$ cat src/rtl/lrupr_pkg.sv
package lrupr_pkg;

  // Frame store geometry
  localparam int MAX_FRAMES = 8;
  localparam int FRAME_W    = (MAX_FRAMES > 1) ? $clog2(MAX_FRAMES) : 1;
  localparam int CFG_W      = 4;
  // Frame counts hold 0..MAX_FRAMES and must also cover the configured count
  localparam int COUNT_W    = ($clog2(MAX_FRAMES + 1) > CFG_W) ? $clog2(MAX_FRAMES + 1) : CFG_W;

  // Field widths
  localparam int PAGE_W  = 8;
  localparam int STAMP_W = 32;
  localparam int FAULT_W = 16;

  localparam logic [CFG_W-1:0]   NUM_FRAMES_RESET = CFG_W'(8);
  localparam logic [FAULT_W-1:0] FAULT_MAX        = '1;

  // Controller states
  typedef enum logic [1:0] {
    ST_IDLE,
    ST_SCAN,
    ST_UPDATE
  } lrupr_state_t;

  // Controller to datapath commands
  typedef struct packed {
    logic load;    // capture a new reference, restart the scan
    logic step;    // examine one frame
    logic commit;  // apply the update and load the result register
  } lrupr_cmd_t;

  // Datapath to controller status
  typedef struct packed {
    logic scan_last;  // frame being examined is the last one
    logic out_full;   // result register holds a result that is stalled
  } lrupr_sts_t;

endpackage

$ cat src/rtl/lru_page_replacement.sv
// LRU page replacement. Each page reference takes one transfer on the input
// channel and gives exactly one result transfer. After a reference is accepted,
// the scan walks all MAX_FRAMES (8) frames one frame per cycle looking for a match
// and the oldest stamp; the update state then applies the update and loads the
// result register, and the controller returns to idle to take the next reference.
// The next reference is taken once the update is done, even while the result
// is still stalled; the update itself waits while an older result is held.
// num_frames may be written (cfg_valid, cfg_ready always high) only while idle.
module lru_page_replacement (
  input  logic                                clk,
  input  logic                                rst,
  input  logic                                in_valid,
  output logic                                in_stall,
  input  logic [lrupr_pkg::PAGE_W-1:0]        page_id,
  output logic                                out_valid,
  input  logic                                out_stall,
  output logic                                is_fault,
  output logic [2:0]                          frame_slot,
  output logic                                evicted_valid,
  output logic [lrupr_pkg::PAGE_W-1:0]        evicted_page,
  output logic [lrupr_pkg::FAULT_W-1:0]       fault_total,
  input  logic                                cfg_valid,
  output logic                                cfg_ready,
  input  logic [lrupr_pkg::CFG_W-1:0]         cfg_data
);

  lrupr_pkg::lrupr_cmd_t cmd;
  lrupr_pkg::lrupr_sts_t sts;

  assign cfg_ready = 1'b1;

  lrupr_ctrl u_ctrl (
    .clk      (clk),
    .rst      (rst),
    .in_valid (in_valid),
    .in_stall (in_stall),
    .sts      (sts),
    .cmd      (cmd)
  );

  lrupr_datapath u_datapath (
    .clk           (clk),
    .rst           (rst),
    .cmd           (cmd),
    .sts           (sts),
    .page_id       (page_id),
    .cfg_valid     (cfg_valid),
    .cfg_data      (cfg_data),
    .out_valid     (out_valid),
    .out_stall     (out_stall),
    .is_fault      (is_fault),
    .frame_slot    (frame_slot),
    .evicted_valid (evicted_valid),
    .evicted_page  (evicted_page),
    .fault_total   (fault_total)
  );

endmodule

$ cat src/rtl/lrupr_ctrl.sv
module lrupr_ctrl (
  input  logic                  clk,
  input  logic                  rst,
  input  logic                  in_valid,
  output logic                  in_stall,
  input  lrupr_pkg::lrupr_sts_t sts,
  output lrupr_pkg::lrupr_cmd_t cmd
);

  lrupr_pkg::lrupr_state_t state;
  lrupr_pkg::lrupr_state_t state_next;

  // State register
  always_ff @(posedge clk) begin
    if (rst) begin
      state <= lrupr_pkg::ST_IDLE;
    end else begin
      state <= state_next;
    end
  end

  // Next state
  always_comb begin
    state_next = state;
    unique case (state)
      lrupr_pkg::ST_IDLE: begin
        if (in_valid) state_next = lrupr_pkg::ST_SCAN;
      end
      lrupr_pkg::ST_SCAN: begin
        if (sts.scan_last) state_next = lrupr_pkg::ST_UPDATE;
      end
      lrupr_pkg::ST_UPDATE: begin
        if (!sts.out_full) state_next = lrupr_pkg::ST_IDLE;
      end
      default: state_next = lrupr_pkg::ST_IDLE;
    endcase
  end

  // Outputs
  always_comb begin
    cmd      = '0;
    in_stall = 1'b1;
    unique case (state)
      lrupr_pkg::ST_IDLE: begin
        in_stall = 1'b0;
        cmd.load = in_valid;
      end
      lrupr_pkg::ST_SCAN: begin
        cmd.step = 1'b1;
      end
      lrupr_pkg::ST_UPDATE: begin
        cmd.commit = !sts.out_full;
      end
      default: begin
        in_stall = 1'b1;
      end
    endcase
  end

endmodule

$ cat src/rtl/lrupr_datapath.sv
module lrupr_datapath (
  input  logic                                clk,
  input  logic                                rst,
  input  lrupr_pkg::lrupr_cmd_t               cmd,
  output lrupr_pkg::lrupr_sts_t               sts,
  input  logic [lrupr_pkg::PAGE_W-1:0]        page_id,
  input  logic                                cfg_valid,
  input  logic [lrupr_pkg::CFG_W-1:0]         cfg_data,
  output logic                                out_valid,
  input  logic                                out_stall,
  output logic                                is_fault,
  output logic [2:0]                          frame_slot,
  output logic                                evicted_valid,
  output logic [lrupr_pkg::PAGE_W-1:0]        evicted_page,
  output logic [lrupr_pkg::FAULT_W-1:0]       fault_total
);

  // Frame stores, no reset: only filled frames are consulted
  logic [lrupr_pkg::PAGE_W-1:0]  resident_page  [lrupr_pkg::MAX_FRAMES];
  logic [lrupr_pkg::STAMP_W-1:0] last_use_stamp [lrupr_pkg::MAX_FRAMES];

  // Control state
  logic [lrupr_pkg::CFG_W-1:0]   num_frames;
  logic [lrupr_pkg::COUNT_W-1:0] frames_filled;
  logic [lrupr_pkg::STAMP_W-1:0] use_clock;
  logic [lrupr_pkg::FAULT_W-1:0] fault_counter;

  // Per-reference scan state
  logic [lrupr_pkg::PAGE_W-1:0]  ref_page;
  logic [lrupr_pkg::FRAME_W-1:0] scan_idx;
  logic                          hit_found;
  logic [lrupr_pkg::FRAME_W-1:0] hit_slot;
  logic [lrupr_pkg::STAMP_W-1:0] best_stamp;
  logic [lrupr_pkg::FRAME_W-1:0] best_slot;
  logic [lrupr_pkg::PAGE_W-1:0]  best_page;

  logic [lrupr_pkg::COUNT_W-1:0] active_frames;
  logic [lrupr_pkg::COUNT_W-1:0] scan_ext;
  logic [lrupr_pkg::PAGE_W-1:0]  cur_page;
  logic [lrupr_pkg::STAMP_W-1:0] cur_stamp;
  logic                          fill_free;
  logic [lrupr_pkg::FRAME_W-1:0] slot_sel;
  logic [lrupr_pkg::STAMP_W-1:0] use_clock_next;
  logic [lrupr_pkg::FAULT_W-1:0] fault_counter_next;

  // Clamp the configured frame count to 1..MAX_FRAMES
  always_comb begin
    if (num_frames == '0) begin
      active_frames = lrupr_pkg::COUNT_W'(1);
    end else if (lrupr_pkg::COUNT_W'(num_frames) > lrupr_pkg::COUNT_W'(lrupr_pkg::MAX_FRAMES)) begin
      active_frames = lrupr_pkg::COUNT_W'(lrupr_pkg::MAX_FRAMES);
    end else begin
      active_frames = lrupr_pkg::COUNT_W'(num_frames);
    end
  end

  // Frame under examination
  assign scan_ext  = lrupr_pkg::COUNT_W'(scan_idx);
  assign cur_page  = resident_page[scan_idx];
  assign cur_stamp = last_use_stamp[scan_idx];

  assign sts.scan_last = (scan_idx == lrupr_pkg::FRAME_W'(lrupr_pkg::MAX_FRAMES - 1));
  assign sts.out_full  = out_valid && out_stall;

  // Update decision
  assign fill_free      = frames_filled < active_frames;
  assign use_clock_next = use_clock + 1'b1;
  assign fault_counter_next = (fault_counter == lrupr_pkg::FAULT_MAX) ?
                              fault_counter : fault_counter + 1'b1;

  always_comb begin
    if (hit_found) begin
      slot_sel = hit_slot;
    end else if (fill_free) begin
      slot_sel = frames_filled[lrupr_pkg::FRAME_W-1:0];
    end else begin
      slot_sel = best_slot;
    end
  end

  // Configuration register
  always_ff @(posedge clk) begin
    if (rst) begin
      num_frames <= lrupr_pkg::NUM_FRAMES_RESET;
    end else if (cfg_valid) begin
      num_frames <= cfg_data;
    end
  end

  // Scan: first matching filled frame, and oldest stamp among active frames
  always_ff @(posedge clk) begin
    if (cmd.load) begin
      ref_page  <= page_id;
      scan_idx  <= '0;
      hit_found <= 1'b0;
    end else if (cmd.step) begin
      scan_idx <= scan_idx + 1'b1;
      if (!hit_found && scan_ext < frames_filled && cur_page == ref_page) begin
        hit_found <= 1'b1;
        hit_slot  <= scan_idx;
      end
      if (scan_ext < active_frames && (scan_idx == '0 || cur_stamp < best_stamp)) begin
        best_stamp <= cur_stamp;
        best_slot  <= scan_idx;
        best_page  <= cur_page;
      end
    end
  end

  // Frame store writes
  always_ff @(posedge clk) begin
    if (cmd.commit) begin
      last_use_stamp[slot_sel] <= use_clock_next;
      if (!hit_found) resident_page[slot_sel] <= ref_page;
    end
  end

  // Counters
  always_ff @(posedge clk) begin
    if (rst) begin
      frames_filled <= '0;
      use_clock     <= '0;
      fault_counter <= '0;
    end else if (cmd.commit) begin
      use_clock <= use_clock_next;
      if (!hit_found) fault_counter <= fault_counter_next;
      if (!hit_found && fill_free) frames_filled <= frames_filled + 1'b1;
    end
  end

  // Result register
  always_ff @(posedge clk) begin
    if (rst) begin
      out_valid <= 1'b0;
    end else if (cmd.commit) begin
      out_valid <= 1'b1;
    end else if (!out_stall) begin
      out_valid <= 1'b0;
    end
  end

  always_ff @(posedge clk) begin
    if (cmd.commit) begin
      is_fault      <= !hit_found;
      frame_slot    <= 3'(slot_sel);
      evicted_valid <= !hit_found && !fill_free;
      evicted_page  <= (!hit_found && !fill_free) ? best_page : '0;
      fault_total   <= hit_found ? fault_counter : fault_counter_next;
    end
  end

endmodule

$ cat config.mk
export PLATFORM = sky130hd
export DESIGN_NAME = lru_page_replacement
export DESIGN_NICKNAME = d
export VERILOG_FILES = /design/src/rtl/lrupr_pkg.sv /design/src/rtl/lru_page_replacement.sv /design/src/rtl/lrupr_ctrl.sv /design/src/rtl/lrupr_datapath.sv
export SDC_FILE = /design/constraint.sdc
export NUM_CORES = 1
export LEC_CHECK = 0
export CORE_ASPECT_RATIO = 2
export CORE_MARGIN = 2
export CORE_UTILIZATION = 55
export DETAILED_ROUTE_END_ITERATION = 16
export DONT_BUFFER_PORTS = 1
export HOLD_SLACK_MARGIN = 0.12
export PLACE_DENSITY = 0.7
export SLEW_MARGIN = 20
export SYNTH_ARGS = -nofsm -noshare
export SYNTH_HDL_FRONTEND = slang
export SYNTH_HIERARCHICAL = 1
export SYNTH_SLANG_ARGS = --single-unit
$ cat constraint.sdc
create_clock -name clk -period 9.8 [get_ports clk]
set_input_delay 0.98 -clock clk [delete_from_list [all_inputs] [get_ports clk]]
set_output_delay 0.98 -clock clk [all_outputs]
set_load 0.02 [all_outputs]
==> results of run 1 <==
==> cells by family (layout without fill, tap and decap cells) <==
group,after synthesis,in the layout
flops,469,469
buf+inv,105,140
compound gates,86,86
simple gates,273,273
fa+ha+maj,44,44
mux,147,147
xor+xnor,89,89
other cells,1,1
==> cell usage in the layout, fill, tap and decap left out, drive strengths merged, types with 5 or more instances in the layout <==
master / instances
edfxtp: 403
nor4: 5
mux2: 35
nand4: 27
inv: 57
buf: 15
ha: 44
o21ai: 20
nor3: 8
mux4: 73
xor2: 41
and3: 13
or3: 8
nand2: 40
or2: 5
clkinv: 15
nand2b: 6
o211ai: 5
nor2: 105
xnor2: 48
a211oi: 6
dfxtp: 66
a21oi: 25
mux2i: 39
nand3: 34
clkbuf: 48
o21a: 7
and2: 7
and4: 7
==> worst max-delay path: stages (launching register included) <==
cell and delay [ns]:
dfxtp_4 0.69, buf_4 0.48, buf_4 0.53, mux4_2 0.56, mux2_2 0.30, ha_1 0.32, nand4_1 0.20, a311oi_1 0.39
a211oi_1 0.11, o2111a_1 0.17, o311ai_0 0.67, a21oi_4 0.27, buf_4 0.36
==> cell type report <==
type	count	area, µm²	share of cell area, %
clock buffers	48	1030	4.83
flip-flops and latches	469	13400	63.0
inverters	55	206	0.967
well taps	445	557	2.61
multi-input cells	640	5780	27.1
clock inverters	22	216	1.01
repair buffers	15	113	0.528
==> per-layer routing <==
metal / GRT usage, % / vias to the layer above / share of wire [%]
met4: 7.79 / 0 / 2.8
li1: - / 4621 / -
met3: 2.49 / 63 / 3.5
met2: 40.3 / 187 / 57
met5: 0 / - / 0
met1: 24.2 / 5099 / 37
==> stage by stage <==
step	power (mW)	std cells	hold slack (ns)
after global placement	2.55	1624	0.476
after detailed placement	2.55	1624	0.502
after CTS	4.08	1694	0.469
final	4.04	1694	0.493
after floorplan	2.49	1214	0.451
after global routing	4.17	1694	0.479
==> worst paths after layout <==
| kind | to | cells past startpoint |
|---|---|---|
| setup reg to reg | u_datapath/best_stamp[20]$_DFFE_PP_ | 12 |
| hold reg to reg | u_ctrl/state[0]$_SDFFE_PP0P_ | 1 |
| setup / recovery | u_datapath/best_stamp[20]$_DFFE_PP_ | 12 |
| hold / removal | u_ctrl/state[0]$_SDFFE_PP0P_ | 1 |
==> sequential cells by signal, summed over array words and instances (netlist names), named ones only <==
register	flops
u_ctrl/state	2
u_datapath/best_page	8
u_datapath/best_slot	3
u_datapath/best_stamp	32
u_datapath/evicted_page	8
u_datapath/evicted_valid	1
u_datapath/fault_counter	16
u_datapath/fault_total	16
u_datapath/frame_slot	3
u_datapath/frames_filled	4
u_datapath/hit_found	1
u_datapath/hit_slot	3
u_datapath/is_fault	1
u_datapath/last_use_stamp	256
u_datapath/num_frames	4
u_datapath/out_valid	1
u_datapath/ref_page	8
u_datapath/resident_page	64
u_datapath/scan_idx	3
u_datapath/use_clock	32
==> power breakdown <==
group / leakage (nW) / switching [mW] / internal (mW)
clock network: 0.612 / 0.676 / 0.857
registers: 4.51 / 0.0416 / 2.17
logic: 2.27 / 0.132 / 0.154
total: 7.39 / 0.849 / 3.19
==> results.md, run 1 <==
- Outcome: complete, no violations
- Die ar.: around 0.037 mm²
- Final nets: 1281
- Post-synth EDFFs: 403
- Main synth FF type: edfxtp_1
- Seq cells post-synth: 469
- Worst Path Max Fanout: 32
- Initial Utilization: 55.8%
- GP Congestion: 0.858
- Pwr per Cell Area: 189 mW/mm²
- Port bufs: 0
- Setup ws final: 4.41 ns
- Setup_tns: 0 ns
- First-pass GRT wire length: 59000 µm
- Worst slack, placed: 4.25 ns
- Mux cell area share after synthesis: 12.5%
- Hold wc startpoint: rst
- Worst-Margin Slew: ~1.1 ns
- Compound-Gate Fraction of Synth Area: between 2 and 3%
- Tmin final: 5.39 ns
- Area post-placement: 0.0201 mm²
- Vias: about 10000
- RSZ-0062 raised after global routing: no
- Vias in the first global route: 10300
- Syn Area/Cell: 16.1 µm²
- Design area: ~0.021 mm²
- R2R setup slack: 4.41 ns
- Fin. Hold Viols: 0
- Final period util: 55.0%
- Cts repair resizes: 0
- CTS Root Cell: clkbuf_16
- Antenna violations before repair: 0
- Ports: 49
- Top cell type's share of synthesized area: 61.8%
- Distinct cells, synth: 61
- Post-synth net total: 1275
- CTS hold repair buffers: 0
- Row count: 97
- Layout cells sized above 1: 16.1%
- VDD IR max: between 0.15 and 0.2 mV
- Fillers: between 2000 and 3000
- Initial DRC count: just under 700
- Worst-path clk slew: 0.07 ns
- Average wire per standard cell: 22.6 µm
- Async SR Flop Fraction: 0%
- Slew Viols, Final: 0
- Clk_skew: 0.0164 ns
- Clock Latency Late Sink: 0.54 ns
- Largest family of logic cells by synthesized area: multiplexers
- Gr ovfl total: 0
- CP required: 10.04 ns
- Syn Std Cell Area: 0.0196 mm²
- Synth-to-layout area growth: 9.04%
- Synth Area in Adders: 2.81%
- Maxcap violations: 0
- Max_slew headroom: 26.6%
- Drt pass-1 iters: 5
- Post-Synth XOR/XNOR Area: 3.98%
- Finished Core Util: 60.8%
- Max Buffers Root-to-Sink: 3
- Vias/cell: between 5 and 6
- TritonCTS clock tree: yes
- Antenna cells: 0
- TritonCTS buffer count: 39
- Sequential share of the synthesized area: 68.6%
- Yosys Warn Count: 6
- Leak: between 7 and 8 nW
- Synth area leader: edfxtp_1
- Core ar.: 0.0351 mm²
- Crit path DAT: approximately 5.6 ns
- CP startpoint kind: register
- Detailed Place HPWL: between 20000 and 25000 µm
- Simple-Gate Fraction of Synth Area: 6.83%
- Chip height: 271 µm
- Post-synth top cells: edfxtp_1 (403), nor2_1 (105), mux4_2 (67)
- Antenna Nets Post-Route: 0
- Largest cells by area after synthesis: edfxtp_1 (62%), mux4_2 (7.7%), dfxtp_1 (6.8%)
- Worst setup path category: reg2reg
- Die width: 137 µm
- CTS Sinks: around 470
- Remaining DRCs: 0
- Cells after synthesis: 1214
- H-Tree Depth: 2
- Fmax: between 150 and 200 MHz
- Final setup vio count: 0
- Most frequent cell after synthesis: edfxtp_1
- Global Route Usage Sum: 21.4%
- Critical Path Sink Type: register
- Hold crit path type: in2reg
- Setup Buffers After CTS: 0
- Pin count of the biggest net entering global routing: ~70
- Drt total wl: ~38000 µm
No activity file was read; power rests on OpenSTA's default activity.
==> run 2, diff against run 1 <==
--- a/config.mk
+++ b/config.mk
@@ -5,13 +5,14 @@
 export SDC_FILE = /design/constraint.sdc
 export NUM_CORES = 1
 export LEC_CHECK = 0
+export ABC_AREA = 1
 export CORE_ASPECT_RATIO = 2
 export CORE_MARGIN = 2
 export CORE_UTILIZATION = 55
 export DETAILED_ROUTE_END_ITERATION = 16
 export DONT_BUFFER_PORTS = 1
 export HOLD_SLACK_MARGIN = 0.12
-export PLACE_DENSITY = 0.7
+export PLACE_DENSITY = 0.73
 export SLEW_MARGIN = 20
 export SYNTH_ARGS = -nofsm -noshare
 export SYNTH_HDL_FRONTEND = slang
==> constraint.sdc (replaced) <==
create_clock -name clk -period 4.45 [get_ports clk]
set_input_delay 0.445 -clock clk [delete_from_list [all_inputs] [get_ports clk]]
set_output_delay 0.445 -clock clk [all_outputs]
set_load 0.02 [all_outputs]
==> run 2 against run 1 <==
Synthesized area increased by 1.5%. Largest power group unchanged. Flip-flop and latch count is the same. Combinational power grew to 3.8 times the previous value.
==> results.md, run 2 <==
- Final cell count without fillers: ~2200
- Vias/cell: around 5.8
- CP Cell Sequence: inv_4 -> buf_4 -> o21ai_0 -> o22ai_1 -> nor2_1 -> a31oi_1 -> ha_1 -> nand4_1 -> nor4_2 -> inv_1 -> nor4_1 -> nand2_1 -> nand2_1 -> a21oi_4 -> buf_4
- Initial DRC count: 1072
- Average wire per standard cell: 20.0 µm
- Setup_tns: 0 ns
- Pwr per Cell Area: around 420 mW/mm²
- Die ar.: 0.0378 mm²
- Layout cells sized above 1: 7.96%
- R2r worst-path depth: 15
- Cells after synthesis: around 1800
- Critical Path Sink Type: register
- Most frequent cell after synthesis: edfxtp_1
- Remaining DRCs: 0
- GP Congestion: between 0.9 and 1
- Global Route Usage Sum: 23.5%
- Port bufs: 0
- First-pass GRT wire length: 68900 µm
- Distinct cells, synth: 47
- Fmax: roughly 240 MHz
- CP startpoint kind: register
- Worst Path Max Fanout: 44
- Biggest register: u_datapath/last_use_stamp
- Die width: 138 µm
- Final setup vio count: 0
- Drt total wl: 44700 µm
- Reg2reg end: u_datapath/best_page[7]$_DFFE_PP_
- Hold Crit Endpoint: u_datapath/num_frames[0]$_SDFFE_PP0P_
- Maxcap violations: 0
- Fillers: 2662
- CP required: 4.73 ns
- Main synth FF type: edfxtp_1
- Most frequent cells in the layout: edfxtp_1 (403), nor2_1 (332), o21ai_0 (202)
- Gr ovfl total: 0
- Max incr delay on CP: 0.52 ns
- Routed metal-1 wire length: 15400 µm
- Post-synth top cells: edfxtp_1 (403), nor2_1 (340), o21ai_0 (202)
- Post-synth EDFFs: ~400
- FF/Latch Area: about 0.013 mm²
- Outcome: complete, no violations
- Initial Utilization: between 50% and 60%
- Leak: 8.34 nW
- VDD IR max: 0.407 mV
- Post-synth net total: 1811
- Antenna violations before repair: 0
- R2R setup slack: 0.36 ns
- Largest cells by area after synthesis: edfxtp_1 (61%), dfxtp_1 (6.7%), nor2_1 (6.4%)
- Clock Latency Late Sink: 0.55 ns
- Setup Buffers After CTS: 0
- Antenna Nets Post-Route: 0
- Chip height: 273 µm
- H-Tree Depth: 2
- Core ar.: ~0.036 mm²
- Worst-path clk slew: 0.07 ns
- Yosys Warn Count: 6
- Worst-Margin Slew: 1.04 ns
- Syn Std Cell Area: roughly 0.020 mm²
- CP max-delay cell: nor4_2
- Top Registers: u_datapath/last_use_stamp x256, u_datapath/resident_page x64
- Synth-to-layout area growth: 10.2%
- CTS Sinks: 469
- Met2 Routed Length: ~25000 µm
- TritonCTS buffer count: 37
- Commonest non-fill, non-tap cell in the layout: edfxtp_1
- Dpl cells: about 2200
- Detailed Place HPWL: between 20000 and 30000 µm
- Max reg flops: approximately 260
- Synth area leader: edfxtp_1
- Max Buffers Root-to-Sink: 3
- Syn Area/Cell: 11.4 µm²
- Crit path DAT: 4.37 ns
- RSZ-0062 raised after global routing: no
- Sequential share of the synthesized area: between 60% and 70%
- CTS Root Cell: clkbuf_16
- Async SR Flop Fraction: 0%
- Crit-path leading delay family: simple AND/OR/NAND/NOR gates
- Drt pass-1 iters: 5
- WL met3: 1870 µm
- DR top layer: met4
- Clk_skew: 0.0261 ns
- Area occupied by multi-input gates: 0.00552 mm²
- Worst setup path category: reg2reg
- Ports: 49
- Hold Path Stages: 2
- Hold wc startpoint: cfg_valid
- Seq cells post-synth: 469
- Slew Viols, Final: 0
- Fin. Hold Viols: 0
- Vias: 12900
- Antenna cells: 0
- Hold crit path type: in2reg
- Pin count of the biggest net entering global routing: 89
- Final nets: 1818
- Max_slew headroom: 30.4%
- CP bufs+invs: 4
- Tmin final: between 4 and 5 ns
- Row count: 98
- Vias in the first global route: ~13000
- Top cell type's share of synthesized area: 60.9%
- TritonCTS clock tree: yes
- Final period util: 91.9%
-- run 2: cell types whose count changed after synthesis, moves of 16 or more --
cell,before,now
nor2_1,105,340
o21ai_0,19,202
inv_1,55,175
nand2_1,40,119
mux4_2,67,0
xnor2_1,48,4
o22ai_1,0,41
mux2i_1,39,0
a21oi_1,24,61
mux2_2,35,0
a31oi_1,2,31
clkbuf_1,25,48
o21ai_1,0,16
-- run 2: cells by family after synthesis --
logic type | count (synthesis) | synth area share [%]
and+or+nand+nor | 553 | 12.1
DFF | 469 | 67.6
AOI/OAI and AO/OA | 374 | 10.3
buffers and inverters | 262 | 5.15
xor gates and xnor gates | 47 | 2.07
adders and majority gates | 44 | 2.77
other | 1 | 0.0189
-- run 2: layout make-up --
class / instances / area share, %
Sequential cell: 469 / 61.4
Multi-Input combinational cell: 1019 / 25.2
Clock buffer: 52 / 4.77
Inverter: 185 / 3.20
Tap cell: 450 / 2.57
Timing Repair Buffer: 45 / 2.10
Clock inverter: 15 / 0.777
-- run 2: where the power goes --
group	leakage [nW]	internal [mW]	switching [mW]	total, mW
logic	3.38	0.365	0.724	1.09
registers	4.37	4.82	0.0605	4.89
clock network	0.589	1.83	1.48	3.31
-- run 2: worst max path at each step --
stage | from | to | slack (ns) | cells after the start
after CTS | register | u_datapath/best_page[7]$_DFFE_PP_ | 0.13 | 15
after global routing | register | u_datapath/best_page[7]$_DFFE_PP_ | 0.02 | 15
after floorplan | register | u_datapath/best_page[0]$_DFFE_PP_ | 0.23 | 18
after detailed placement | register | u_datapath/best_page[0]$_DFFE_PP_ | 0.17 | 15
final | register | u_datapath/best_page[7]$_DFFE_PP_ | 0.36 | 15
after global placement | register | u_datapath/best_page[0]$_DFFE_PP_ | 0.28 | 15
-- run 2: worst register-to-register path: stages (launching register included) --
cell     delay, ns
dfxtp_4       0.49
inv_4         0.28
buf_4         0.34
o21ai_0       0.16
o22ai_1       0.17
nor2_1        0.06
a31oi_1       0.36
ha_1          0.22
nand4_1       0.16
nor4_2        0.52
inv_1         0.08
nor4_1        0.44
nand2_1       0.11
nand2_1       0.13
a21oi_4       0.08
buf_4         0.23
-- run 2: timing repair --
| item | CTS | global route |
|---|---|---|
| endpoints found under the hold margin | 60 | 0 |
| hold buffers | 15 | 0 |
| resized for setup | 0 | 1 |
| setup endpoints to repair | 0 | 43 |
-- run 2: metrics by stage --
stage	area [µm²]	utilization, %	setup slack, ns	hold WS (ns)	total power [mW]
after global routing	21900	61.3	0.0162	0.177	9.61
after CTS	21900	61.3	0.125	0.121	9.32
after global placement	20500	57.5	0.278	0.458	6.00
after detailed placement	20500	57.5	0.168	0.468	6.04
final	21900	61.3	0.359	0.139	9.28
after floorplan	19900	-	0.231	0.445	5.71
-- run 2: metal layers --
layer  global-route usage, %  vias up
li1                        -     6091
met1                    23.8     6266
met2                    45.3      397
met3                    2.38      152
met4                    14.8        0
met5                       0        -
